### src/design/dcc_packet_queue_signal_generator_top_assert.svh
// ----------------------------------------------------------------------------
// Assertion macros for the track signal encoder
// Shared property forms used by the encoder's concurrent checks.
// ----------------------------------------------------------------------------
`ifndef DCC_PACKET_QUEUE_SIGNAL_GENERATOR_TOP_ASSERT_SVH
`define DCC_PACKET_QUEUE_SIGNAL_GENERATOR_TOP_ASSERT_SVH

// Condition holds at every clock edge out of reset
`define DPQ_ASSERT_ALWAYS(label, clk, rst_n, cond, msg) \
	label: assert property (@(posedge clk) disable iff (!rst_n) (cond)) else $error(msg);

// Antecedent in one cycle implies consequent in the next
`define DPQ_ASSERT_NEXT(label, clk, rst_n, ante, cons, msg) \
	label: assert property (@(posedge clk) disable iff (!rst_n) (ante) |=> (cons)) \
		else $error(msg);

`endif

### src/design/dpq_pkg.sv
`timescale 1ns / 1ps
// ----------------------------------------------------------------------------
// dpq_pkg
// Types, codes and frame helpers shared by the track signal encoder.
// ----------------------------------------------------------------------------
package dpq_pkg;

	// Item opcodes
	localparam logic OP_LOAD = 1'b0;
	localparam logic OP_STEP = 1'b1;

	// Result status codes
	localparam logic [1:0] LOAD_ACCEPTED   = 2'd0;
	localparam logic [1:0] LOAD_QUEUE_FULL = 2'd1;
	localparam logic [1:0] LOAD_BAD_LENGTH = 2'd2;
	localparam logic [1:0] LOAD_STEP_ITEM  = 2'd3;

	// Configuration register indexes
	localparam int CFG_INDEX_W = 2;
	localparam logic [CFG_INDEX_W-1:0] REG_ONE_HALF_PERIOD  = 2'd0;
	localparam logic [CFG_INDEX_W-1:0] REG_ZERO_HALF_PERIOD = 2'd1;

	localparam logic [15:0] ONE_HALF_RESET  = 16'd58;
	localparam logic [15:0] ZERO_HALF_RESET = 16'd98;

	// Frame layout
	localparam logic [6:0] PREAMBLE_BITS = 7'd22;
	localparam logic [6:0] BITS_PER_SLOT = 7'd9;
	localparam logic [2:0] MAX_SLOTS     = 3'd6;
	localparam logic [2:0] MIN_LOAD_LEN  = 3'd2;
	localparam logic [2:0] MAX_LOAD_LEN  = 3'd5;

	typedef struct packed {
		logic       opcode;
		logic [7:0] byte0;
		logic [7:0] byte1;
		logic [7:0] byte2;
		logic [7:0] byte3;
		logic [7:0] byte4;
		logic [2:0] byte_count;
		logic [7:0] repeat_count;
		logic       drain_queue;
	} item_t;

	typedef struct packed {
		logic [1:0]  load_status;
		logic        track_level;
		logic [15:0] half_period;
		logic        bit_value;
		logic        frame_start;
	} result_t;

	// Queued packet: frame bytes with checksum, frame byte count, repeats
	typedef struct packed {
		logic [7:0]  reps;
		logic [2:0]  nbytes;
		logic [47:0] bytes;
	} word_t;

	// Idle packet FF 00 FF, no repeats
	localparam word_t IDLE_WORD = '{reps: 8'd0, nbytes: 3'd3, bytes: 48'h0000_00FF_00FF};

	// Total bits of one frame
	function automatic logic [6:0] frame_bits(word_t w);
		logic [2:0] n;
		n = (w.nbytes > MAX_SLOTS) ? MAX_SLOTS : w.nbytes;
		return PREAMBLE_BITS + ({4'd0, n} * BITS_PER_SLOT);
	endfunction

	// Bit of the frame at a given index
	function automatic logic frame_bit(word_t w, logic [6:0] idx);
		logic [6:0] k;
		logic [2:0] slot;
		logic [6:0] pos;
		logic [7:0] b;
		logic       r;
		k = idx - PREAMBLE_BITS;
		slot = 3'd0;
		for (int s = 1; s <= 6; s++) begin
			if (k >= 7'(s * 9)) begin
				slot = 3'(s);
			end
		end
		pos = k - ({4'd0, slot} * BITS_PER_SLOT);
		b = 8'(w.bytes >> {slot, 3'b000});
		if (idx < PREAMBLE_BITS) begin
			r = 1'b1;
		end else if (slot >= MAX_SLOTS) begin
			r = 1'b1;
		end else if (pos == 7'd0) begin
			r = 1'b0;
		end else begin
			r = b[3'(4'd8 - pos[3:0])];
		end
		return r;
	endfunction

endpackage

### src/design/dpq_store.sv
`timescale 1ns / 1ps
// ----------------------------------------------------------------------------
// dpq_store
// Packet queue memory: one write port, one read port, registered read data.
// ----------------------------------------------------------------------------
module dpq_store #(
	parameter int DEPTH = 64,
	parameter int AW    = 6
) (
	input  logic            clk,
	input  logic            wr_en,
	input  logic [AW-1:0]   wr_addr,
	input  dpq_pkg::word_t  wr_data,
	input  logic            rd_en,
	input  logic [AW-1:0]   rd_addr,
	output dpq_pkg::word_t  rd_data
);

	dpq_pkg::word_t mem [DEPTH];

	// Write a queued packet
	always_ff @(posedge clk) begin
		if (wr_en) begin
			mem[wr_addr] <= wr_data;
		end
	end

	// Read the queue head, registered read data
	always_ff @(posedge clk) begin
		if (rd_en) begin
			rd_data <= mem[rd_addr];
		end
	end

endmodule

### src/design/dcc_packet_queue_signal_generator_top.sv
// Track signal encoder with a packet queue. Each accepted request yields one
// result. In the accepting cycle the queue memory is read at the head; in the
// next the state is updated, a packet is written at the tail and the result
// enters the output register. If the result of the previous request is still
// waiting there, the new result is parked in a side register and no request
// is taken until the waiting result has been taken. The queue memory has
// registered read data. The memory is not cleared after reset; the head, tail
// and count registers are. Configuration writes are taken every cycle.
`timescale 1ns / 1ps
// ----------------------------------------------------------------------------
// dcc_packet_queue_signal_generator_top
// Packet queue, frame sequencer and half-wave timing for the track output.
// ----------------------------------------------------------------------------
`include "dcc_packet_queue_signal_generator_top_assert.svh"

module dcc_packet_queue_signal_generator_top #(
	parameter int QUEUE_DEPTH = 64
) (
	input  logic                                clk,
	input  logic                                arst_n,
	input  logic                                item_valid,
	output logic                                item_ready,
	input  dpq_pkg::item_t                      item,
	output logic                                result_valid,
	input  logic                                result_ready,
	output dpq_pkg::result_t                    result,
	input  logic                                cfg_valid,
	output logic                                cfg_ready,
	input  logic [dpq_pkg::CFG_INDEX_W-1:0]     cfg_index,
	input  logic [15:0]                         cfg_data
);

	localparam int AW = (QUEUE_DEPTH > 1) ? $clog2(QUEUE_DEPTH) : 1;
	localparam int CW = $clog2(QUEUE_DEPTH + 1);

	localparam logic [1:0] S_IDLE = 2'd0;
	localparam logic [1:0] S_EXEC = 2'd1;
	localparam logic [1:0] S_HOLD = 2'd2;

	logic [1:0]        state_q;
	dpq_pkg::item_t    item_q;
	logic [AW-1:0]     head_q, tail_q;
	logic [CW-1:0]     count_q;
	dpq_pkg::word_t    active_q;
	logic              active_valid_q;
	logic [6:0]        bit_index_q;
	logic [7:0]        repeats_left_q;
	logic              high_half_next_q;
	logic              last_bit_q;
	logic [15:0]       one_half_q, zero_half_q;
	dpq_pkg::result_t  result_q, hold_q;
	logic              result_valid_q;

	logic              accept;
	logic              out_free;
	logic              mem_wr, mem_rd;
	dpq_pkg::word_t    rd_word;

	// Next-state and result terms of the executing request
	dpq_pkg::result_t  res;
	logic              wr_req;
	logic [AW-1:0]     wr_addr;
	dpq_pkg::word_t    load_word;
	logic [AW-1:0]     nxt_head, nxt_tail;
	logic [CW-1:0]     nxt_count;
	dpq_pkg::word_t    nxt_active;
	logic              nxt_active_valid;
	logic [6:0]        nxt_bit_index;
	logic [7:0]        nxt_repeats;
	logic              nxt_high_half;
	logic              nxt_last_bit;
	logic [4:0][7:0]   in_bytes;
	logic [7:0]        chk;
	logic [2:0]        n;
	logic [AW-1:0]     base_head, base_tail;
	logic [CW-1:0]     base_count;
	logic              finished, fetch;
	dpq_pkg::word_t    cur_word;
	logic [6:0]        cur_idx;
	logic              bitv;

	assign accept       = item_valid && item_ready;
	assign item_ready   = (state_q == S_IDLE);
	assign out_free     = !result_valid_q || result_ready;
	assign result_valid = result_valid_q;
	assign result       = result_q;
	assign cfg_ready    = 1'b1;
	assign mem_rd       = accept;
	assign mem_wr       = (state_q == S_EXEC) && wr_req;

	dpq_store #(
		.DEPTH (QUEUE_DEPTH),
		.AW    (AW)
	) u_store (
		.clk     (clk),
		.wr_en   (mem_wr),
		.wr_addr (wr_addr),
		.wr_data (load_word),
		.rd_en   (mem_rd),
		.rd_addr (head_q),
		.rd_data (rd_word)
	);

	// Build the packet word and its checksum from the held request
	always_comb begin
		in_bytes = {item_q.byte4, item_q.byte3, item_q.byte2, item_q.byte1, item_q.byte0};
		n = item_q.byte_count;
		chk = 8'd0;
		load_word = '0;
		for (int i = 0; i < 5; i++) begin
			if (3'(i) < n) begin
				chk = chk ^ in_bytes[i];
				load_word.bytes[i*8 +: 8] = in_bytes[i];
			end
		end
		if (n <= dpq_pkg::MAX_LOAD_LEN) begin
			load_word.bytes[{n, 3'b000} +: 8] = chk;
		end
		load_word.nbytes = n + 3'd1;
		load_word.reps = item_q.repeat_count;
	end

	// Decide queue, frame and result for the held request
	always_comb begin
		res = '0;
		wr_req = 1'b0;
		nxt_head = head_q;
		nxt_tail = tail_q;
		nxt_count = count_q;
		nxt_active = active_q;
		nxt_active_valid = active_valid_q;
		nxt_bit_index = bit_index_q;
		nxt_repeats = repeats_left_q;
		nxt_high_half = high_half_next_q;
		nxt_last_bit = last_bit_q;
		base_head = item_q.drain_queue ? '0 : head_q;
		base_tail = item_q.drain_queue ? '0 : tail_q;
		base_count = item_q.drain_queue ? '0 : count_q;
		wr_addr = base_tail;
		finished = active_valid_q && (bit_index_q >= dpq_pkg::frame_bits(active_q));
		fetch = !active_valid_q || (finished && (repeats_left_q == 8'd0));
		cur_word = active_q;
		cur_idx = bit_index_q;
		if (fetch) begin
			cur_word = (count_q != '0) ? rd_word : dpq_pkg::IDLE_WORD;
			cur_idx = 7'd0;
		end else if (finished) begin
			cur_idx = 7'd0;
		end
		bitv = dpq_pkg::frame_bit(cur_word, cur_idx);

		if (item_q.opcode == dpq_pkg::OP_LOAD) begin
			if ((n < dpq_pkg::MIN_LOAD_LEN) || (n > dpq_pkg::MAX_LOAD_LEN)) begin
				res.load_status = dpq_pkg::LOAD_BAD_LENGTH;
			end else begin
				nxt_head = base_head;
				nxt_tail = base_tail;
				nxt_count = base_count;
				if (base_count >= CW'(QUEUE_DEPTH)) begin
					res.load_status = dpq_pkg::LOAD_QUEUE_FULL;
				end else begin
					res.load_status = dpq_pkg::LOAD_ACCEPTED;
					wr_req = 1'b1;
					nxt_tail = (base_tail == AW'(QUEUE_DEPTH - 1)) ? '0 : base_tail + 1'b1;
					nxt_count = base_count + 1'b1;
				end
			end
		end else if (high_half_next_q) begin
			// Advance the frame, restart on a repeat, fetch when done
			if (fetch) begin
				if (count_q != '0) begin
					nxt_head = (head_q == AW'(QUEUE_DEPTH - 1)) ? '0 : head_q + 1'b1;
					nxt_count = count_q - 1'b1;
				end
				nxt_repeats = cur_word.reps;
			end else if (finished) begin
				nxt_repeats = repeats_left_q - 8'd1;
			end
			nxt_active = cur_word;
			nxt_active_valid = 1'b1;
			nxt_bit_index = cur_idx + 7'd1;
			nxt_last_bit = bitv;
			nxt_high_half = 1'b0;
			res.load_status = dpq_pkg::LOAD_STEP_ITEM;
			res.track_level = 1'b1;
			res.bit_value = bitv;
			res.half_period = bitv ? one_half_q : zero_half_q;
			res.frame_start = (cur_idx == 7'd0);
		end else begin
			// Low half repeats the last bit
			nxt_high_half = 1'b1;
			res.load_status = dpq_pkg::LOAD_STEP_ITEM;
			res.bit_value = last_bit_q;
			res.half_period = last_bit_q ? one_half_q : zero_half_q;
		end
	end

	// Hold the request payload and park a result the output register cannot take
	always_ff @(posedge clk) begin
		if (accept) begin
			item_q <= item;
		end
		if ((state_q == S_EXEC) && !out_free) begin
			hold_q <= res;
		end
	end

	// Sequencer, queue pointers, frame state and output register
	always_ff @(posedge clk or negedge arst_n) begin
		if (!arst_n) begin
			state_q <= S_IDLE;
			head_q <= '0;
			tail_q <= '0;
			count_q <= '0;
			active_q <= '0;
			active_valid_q <= 1'b0;
			bit_index_q <= 7'd0;
			repeats_left_q <= 8'd0;
			high_half_next_q <= 1'b1;
			last_bit_q <= 1'b1;
			result_valid_q <= 1'b0;
			result_q <= '0;
		end else begin
			case (state_q)
				S_IDLE: begin
					// Drop the result once it is taken
					if (result_ready) begin
						result_valid_q <= 1'b0;
					end
					if (accept) begin
						state_q <= S_EXEC;
					end
				end
				S_EXEC: begin
					head_q <= nxt_head;
					tail_q <= nxt_tail;
					count_q <= nxt_count;
					active_q <= nxt_active;
					active_valid_q <= nxt_active_valid;
					bit_index_q <= nxt_bit_index;
					repeats_left_q <= nxt_repeats;
					high_half_next_q <= nxt_high_half;
					last_bit_q <= nxt_last_bit;
					if (out_free) begin
						result_q <= res;
						result_valid_q <= 1'b1;
						state_q <= S_IDLE;
					end else begin
						state_q <= S_HOLD;
					end
				end
				S_HOLD: begin
					if (out_free) begin
						result_q <= hold_q;
						result_valid_q <= 1'b1;
						state_q <= S_IDLE;
					end
				end
				default: begin
					result_valid_q <= 1'b0;
					state_q <= S_IDLE;
				end
			endcase
		end
	end

	// Configuration registers
	always_ff @(posedge clk or negedge arst_n) begin
		if (!arst_n) begin
			one_half_q <= dpq_pkg::ONE_HALF_RESET;
			zero_half_q <= dpq_pkg::ZERO_HALF_RESET;
		end else if (cfg_valid) begin
			if (cfg_index == dpq_pkg::REG_ONE_HALF_PERIOD) begin
				one_half_q <= cfg_data;
			end
			if (cfg_index == dpq_pkg::REG_ZERO_HALF_PERIOD) begin
				zero_half_q <= cfg_data;
			end
		end
	end

	// Checks
	`DPQ_ASSERT_ALWAYS(a_count_bound, clk, arst_n, count_q <= CW'(QUEUE_DEPTH), "queue count over depth")
	`DPQ_ASSERT_ALWAYS(a_no_rw_overlap, clk, arst_n, !(mem_wr && mem_rd), "queue read and write overlap")
	`DPQ_ASSERT_ALWAYS(a_empty_ptrs, clk, arst_n, (count_q != '0) || (head_q == tail_q), "empty queue with split pointers")
	`DPQ_ASSERT_NEXT(a_accept_exec, clk, arst_n, accept, state_q == S_EXEC, "accepted request not executed")
	`DPQ_ASSERT_NEXT(a_high_half, clk, arst_n, (state_q == S_EXEC) && (item_q.opcode == dpq_pkg::OP_STEP) && high_half_next_q, !high_half_next_q && active_valid_q, "high half left no active frame")

endmodule
### config.mk
export PLATFORM = sky130hd
export DESIGN_NAME = dcc_packet_queue_signal_generator_top
export DESIGN_NICKNAME = d
export VERILOG_FILES = /design/src/design/dpq_pkg.sv /design/src/design/dpq_store.sv /design/src/design/dcc_packet_queue_signal_generator_top.sv
export VERILOG_INCLUDE_DIRS = /design/src /design/src/design
export SDC_FILE = /design/constraint.sdc
export NUM_CORES = 2
export LEC_CHECK = 0
export BUFFER_PORTS_ARGS = -buffer_cell sky130_fd_sc_hd__clkbuf_2
export CAP_MARGIN = 20
export CORE_ASPECT_RATIO = 1.1
export CORE_UTILIZATION = 60
export DETAILED_ROUTE_END_ITERATION = 7
export MAX_ROUTING_LAYER = met4
export PLACE_DENSITY_LB_ADDON = 0.08
export REMOVE_ABC_BUFFERS = 1
export SLEW_MARGIN = 20
export SYNTH_ARGS = -nofsm -noshare
export SYNTH_HDL_FRONTEND = slang
export SYNTH_SLANG_ARGS = --single-unit
### constraint.sdc
create_clock -name clk -period 11.8 [get_ports clk]
set_input_delay 2.36 -clock clk [delete_from_list [all_inputs] [get_ports clk]]
set_output_delay 2.36 -clock clk [all_outputs]
set_load 0.03 [all_outputs]
==> results_dict.tcl <==
set metrics [dict create \
    status "finished, violations left" \
    violations "DRC" \
    antenna_left 0 \
    worst_setup_hold_path_clk_slew_ps 60 \
    synth.area.mux_share_pct 16.6 \
    die_x_um 491 \
    cts-resized-gates 0 \
    critPathArrivalTime_ps 11230 \
    routed_wire_length_per_instance_um 38.7 \
    detailroute.via_count 81300 \
    post_synth_edffs 3909 \
    synth_cell_types 82 \
    report.final.slew_viol_count 0 \
    crit_path_start_kind "flop" \
    cts_post_setup_buffers_inserted 0 \
    grt_pass1_wl_mm 618 \
    path_class "reg -> reg" \
    worstSkewPairLatency_ps 960 \
    dpl_worst_slack_ps 1340 \
    io_pins 100 \
    finalHoldViolations 0 \
    final.period_utilization_pct 89.4 \
    postLayoutCoreUtil_pct 67.9 \
    core_area_um2 262000 \
    timing.slew.headroom_pct 17.0 \
    buffer_ports.inserted 98 \
    worst_ep_required_ps 12490 \
    worst_ir_drop_vdd_v 0.000207 \
    clock-root-buffer "clkbuf_16" \
    final_cell_count_no_fill 11500 \
    detail_route.wirelength_mm 447 \
    post_route_cells_drive_above_1_share_pct 26.5 \
    syn_area_um2 158000 \
    route.detailed.vias_per_inst 7.04 \
    synth_fa_ha_area_share_pct 0.354 \
    final-setup-viol-count 0 \
    grt_overflow 0 \
    cts_num_sinks 4053 \
    cts_buffer_count 396 \
    worst_pin_slew_ps 1240 \
    fmax_ghz 0.0948 \
    final_nets 7854 \
    maxCapViolations 0 \
    static-leakage-power_nw 56.1 \
    clock_tree.buffer_depth 4 \
    grt_max_degree 143 \
    async_flop_share_pct 3.55 \
    critPathMaxStageDelay_ps 770 \
    placed_cells_incl_taps 10800 \
    synthesis.instances 7379 \
    grt_setup_unrepaired "false" \
    worstSetupEndpointType "flop" \
    synth-simple-area-share_pct 1.81 \
    fp.dieArea_um2 265000 \
    timing.critical_path.slowest_stage_cell "a21oi_4" \
    grtUsageTotal_pct 34.9 \
    number_of_synthesized_register_bits 4053 \
    worst_hold_path_type "reg -> reg" \
    synth_ff_type "edfxtp_1" \
    post-route-drc-count 52 \
    yosysWarnings 0 \
    initial_core_util_pct 60.3 \
    routabilityCongestion 0.897 \
    setup_slack_ps 1250 \
    initialDrtViolationCount 12600 \
    avgSynthCellArea_um2 21.4 \
    relative_area_change_from_synthesis_to_final_layout_pct 12.6 \
    drt_first_pass_iters 8 \
    area_fraction_in_compound_gates_after_synthesis_pct 3.28 \
    combinational_family_with_the_most_area_after_synthesis "multiplexers" \
    dpl.hpwl_mm 237 \
    path_buf_inv 6 \
    cpLargestDelayFamily "compound AO/OA/AOI/OAI gates" \
    initial_antenna_violation_count 16 \
    fin_skew_ps 75.0 \
    period_needed_ps 10550 \
    power.density_nw_per_um2 231 \
    clock_tree.htree_level_count 5 \
    yosys.area_share.xor_xnor_pct 0.160 \
    cts_hold_buf 0 \
    crit_path_max_fanout 27 \
    final.fill_count 16500 \
    row_count 197 \
    register_area_share_after_synthesis_pct 76.7 \
    die_height_um 540 \
    cts_tree "yes" \
    worst_path_most_repeated_cell "ha_1" \
    via_count_of_the_first_global_routing_pass 79300 \
]
## cells in the mapped netlist, types with 35 or more instances
library cell	n	share of area, %
a21oi_1	202	0.64
mux4_2	977	14
buf_1	110	0.26
o21ai_0	109	0.35
ha_1	43	0.34
a31oi_1	58	0.23
inv_1	45	0.11
mux2_2	39	0.28
nand3_1	42	0.13
o22ai_1	77	0.31
edfxtp_1	3909	74
a22o_1	35	0.19
dfrtp_1	135	2.1
clkbuf_1	279	0.66
o221ai_1	168	0.93
mux2i_1	371	2.4
nand2_1	184	0.44
nor2_1	249	0.59
## final cells by class
class	count	area, um^2	area share (%)
flip-flops and latches	4053	121000	68.1
well taps	3482	4360	2.45
clock buffers	477	10500	5.89
diodes	6	15.0	0.00845
clock inverters	245	2580	1.45
multi-input cells	2858	36100	20.3
inverters	51	204	0.115
repair buffers	374	3030	1.70
## state kept, by name (all words and copies together) (netlist names), 2 cells and up
name             count
repeats_left_q       8
n                    3
active_q            51
head_q               6
zero_half_q         16
state_q              2
u_store.mem       3776
one_half_q          16
hold_q              21
bit_index_q          7
u_store.rd_data     59
in_bytes            40
result              21
item_q              10
tail_q               6
count_q              7
## layout by cell type, fill, tap and decap left out, types with 129 or more instances in the layout
| master | synthesis | final |
|---|---|---|
| edfxtp_1 | 3909 | 3909 |
| mux4_2 | 977 | 977 |
| clkbuf_16 | 0 | 401 |
| mux2i_1 | 371 | 363 |
| buf_4 | 5 | 246 |
| a21oi_1 | 202 | 201 |
| nand2_1 | 184 | 182 |
| nor2_1 | 249 | 170 |
| o221ai_1 | 168 | 168 |
| dfrtp_1 | 135 | 129 |
## per-layer routing
metal | GRT usage [%] | up-vias | wire length, um | part of all wire [%]
li1 | - | 31900 | - | -
met1 | 48.0 | 43600 | 167000 | 37
met2 | 54.4 | 5033 | 218000 | 49
met3 | 5.81 | 819 | 46400 | 10
met4 | 10.9 | 0 | 15500 | 3.5
met5 | - | - | 0 | 0
## report_power, final
part           switching [mW]  leakage [nW]  internal (mW)
Combinational            6.29          12.3           4.35
Sequential              0.468          37.4           17.2
Clock                    5.43          6.36           7.33
Total                    12.2          56.1           28.8
## path summary, 6_finish.rpt
check / endpoint / from / depth (start not counted) / slack, ps
max: hold_q[3]$_DFFE_PP_ / active_q[49]$_DFFE_PN0P_ / 37 / 1250
max in group asynchronous: active_q[18]$_DFFE_PN0P_ / arst_n / 2 / 8940
min in group asynchronous: result[15]$_DFFE_PN0P_ / arst_n / 1 / 1540
max reg2reg: hold_q[3]$_DFFE_PP_ / active_q[49]$_DFFE_PN0P_ / 37 / 1250
min: active_q[4]$_DFFE_PN0P_ / active_q[4]$_DFFE_PN0P_ / 1 / 500
min reg2reg: active_q[4]$_DFFE_PN0P_ / active_q[4]$_DFFE_PN0P_ / 1 / 500
## metrics by stage
stage	setup TNS (ps)	power (mW)	instance area [um^2]	hold WS, ps
after floorplan	-1969240	27.8	156000	426
after global placement	0	28.3	164000	471
after detailed placement	0	28.5	164000	477
after CTS	0	41.1	178000	494
after global routing	0	42.3	178000	512
final	0	41.0	178000	496
## kinds of logic after synthesis
logic type,count (synthesis)
XOR/XNOR,28
other,1
AND/OR/NAND/NOR,630
adder cells (fa/ha/maj),44
flip-flops,4053
AO/OA/AOI/OAI,768
buffers and inverters,468
multiplexers,1387
Note: power is estimated with default switching activity, not from simulation.
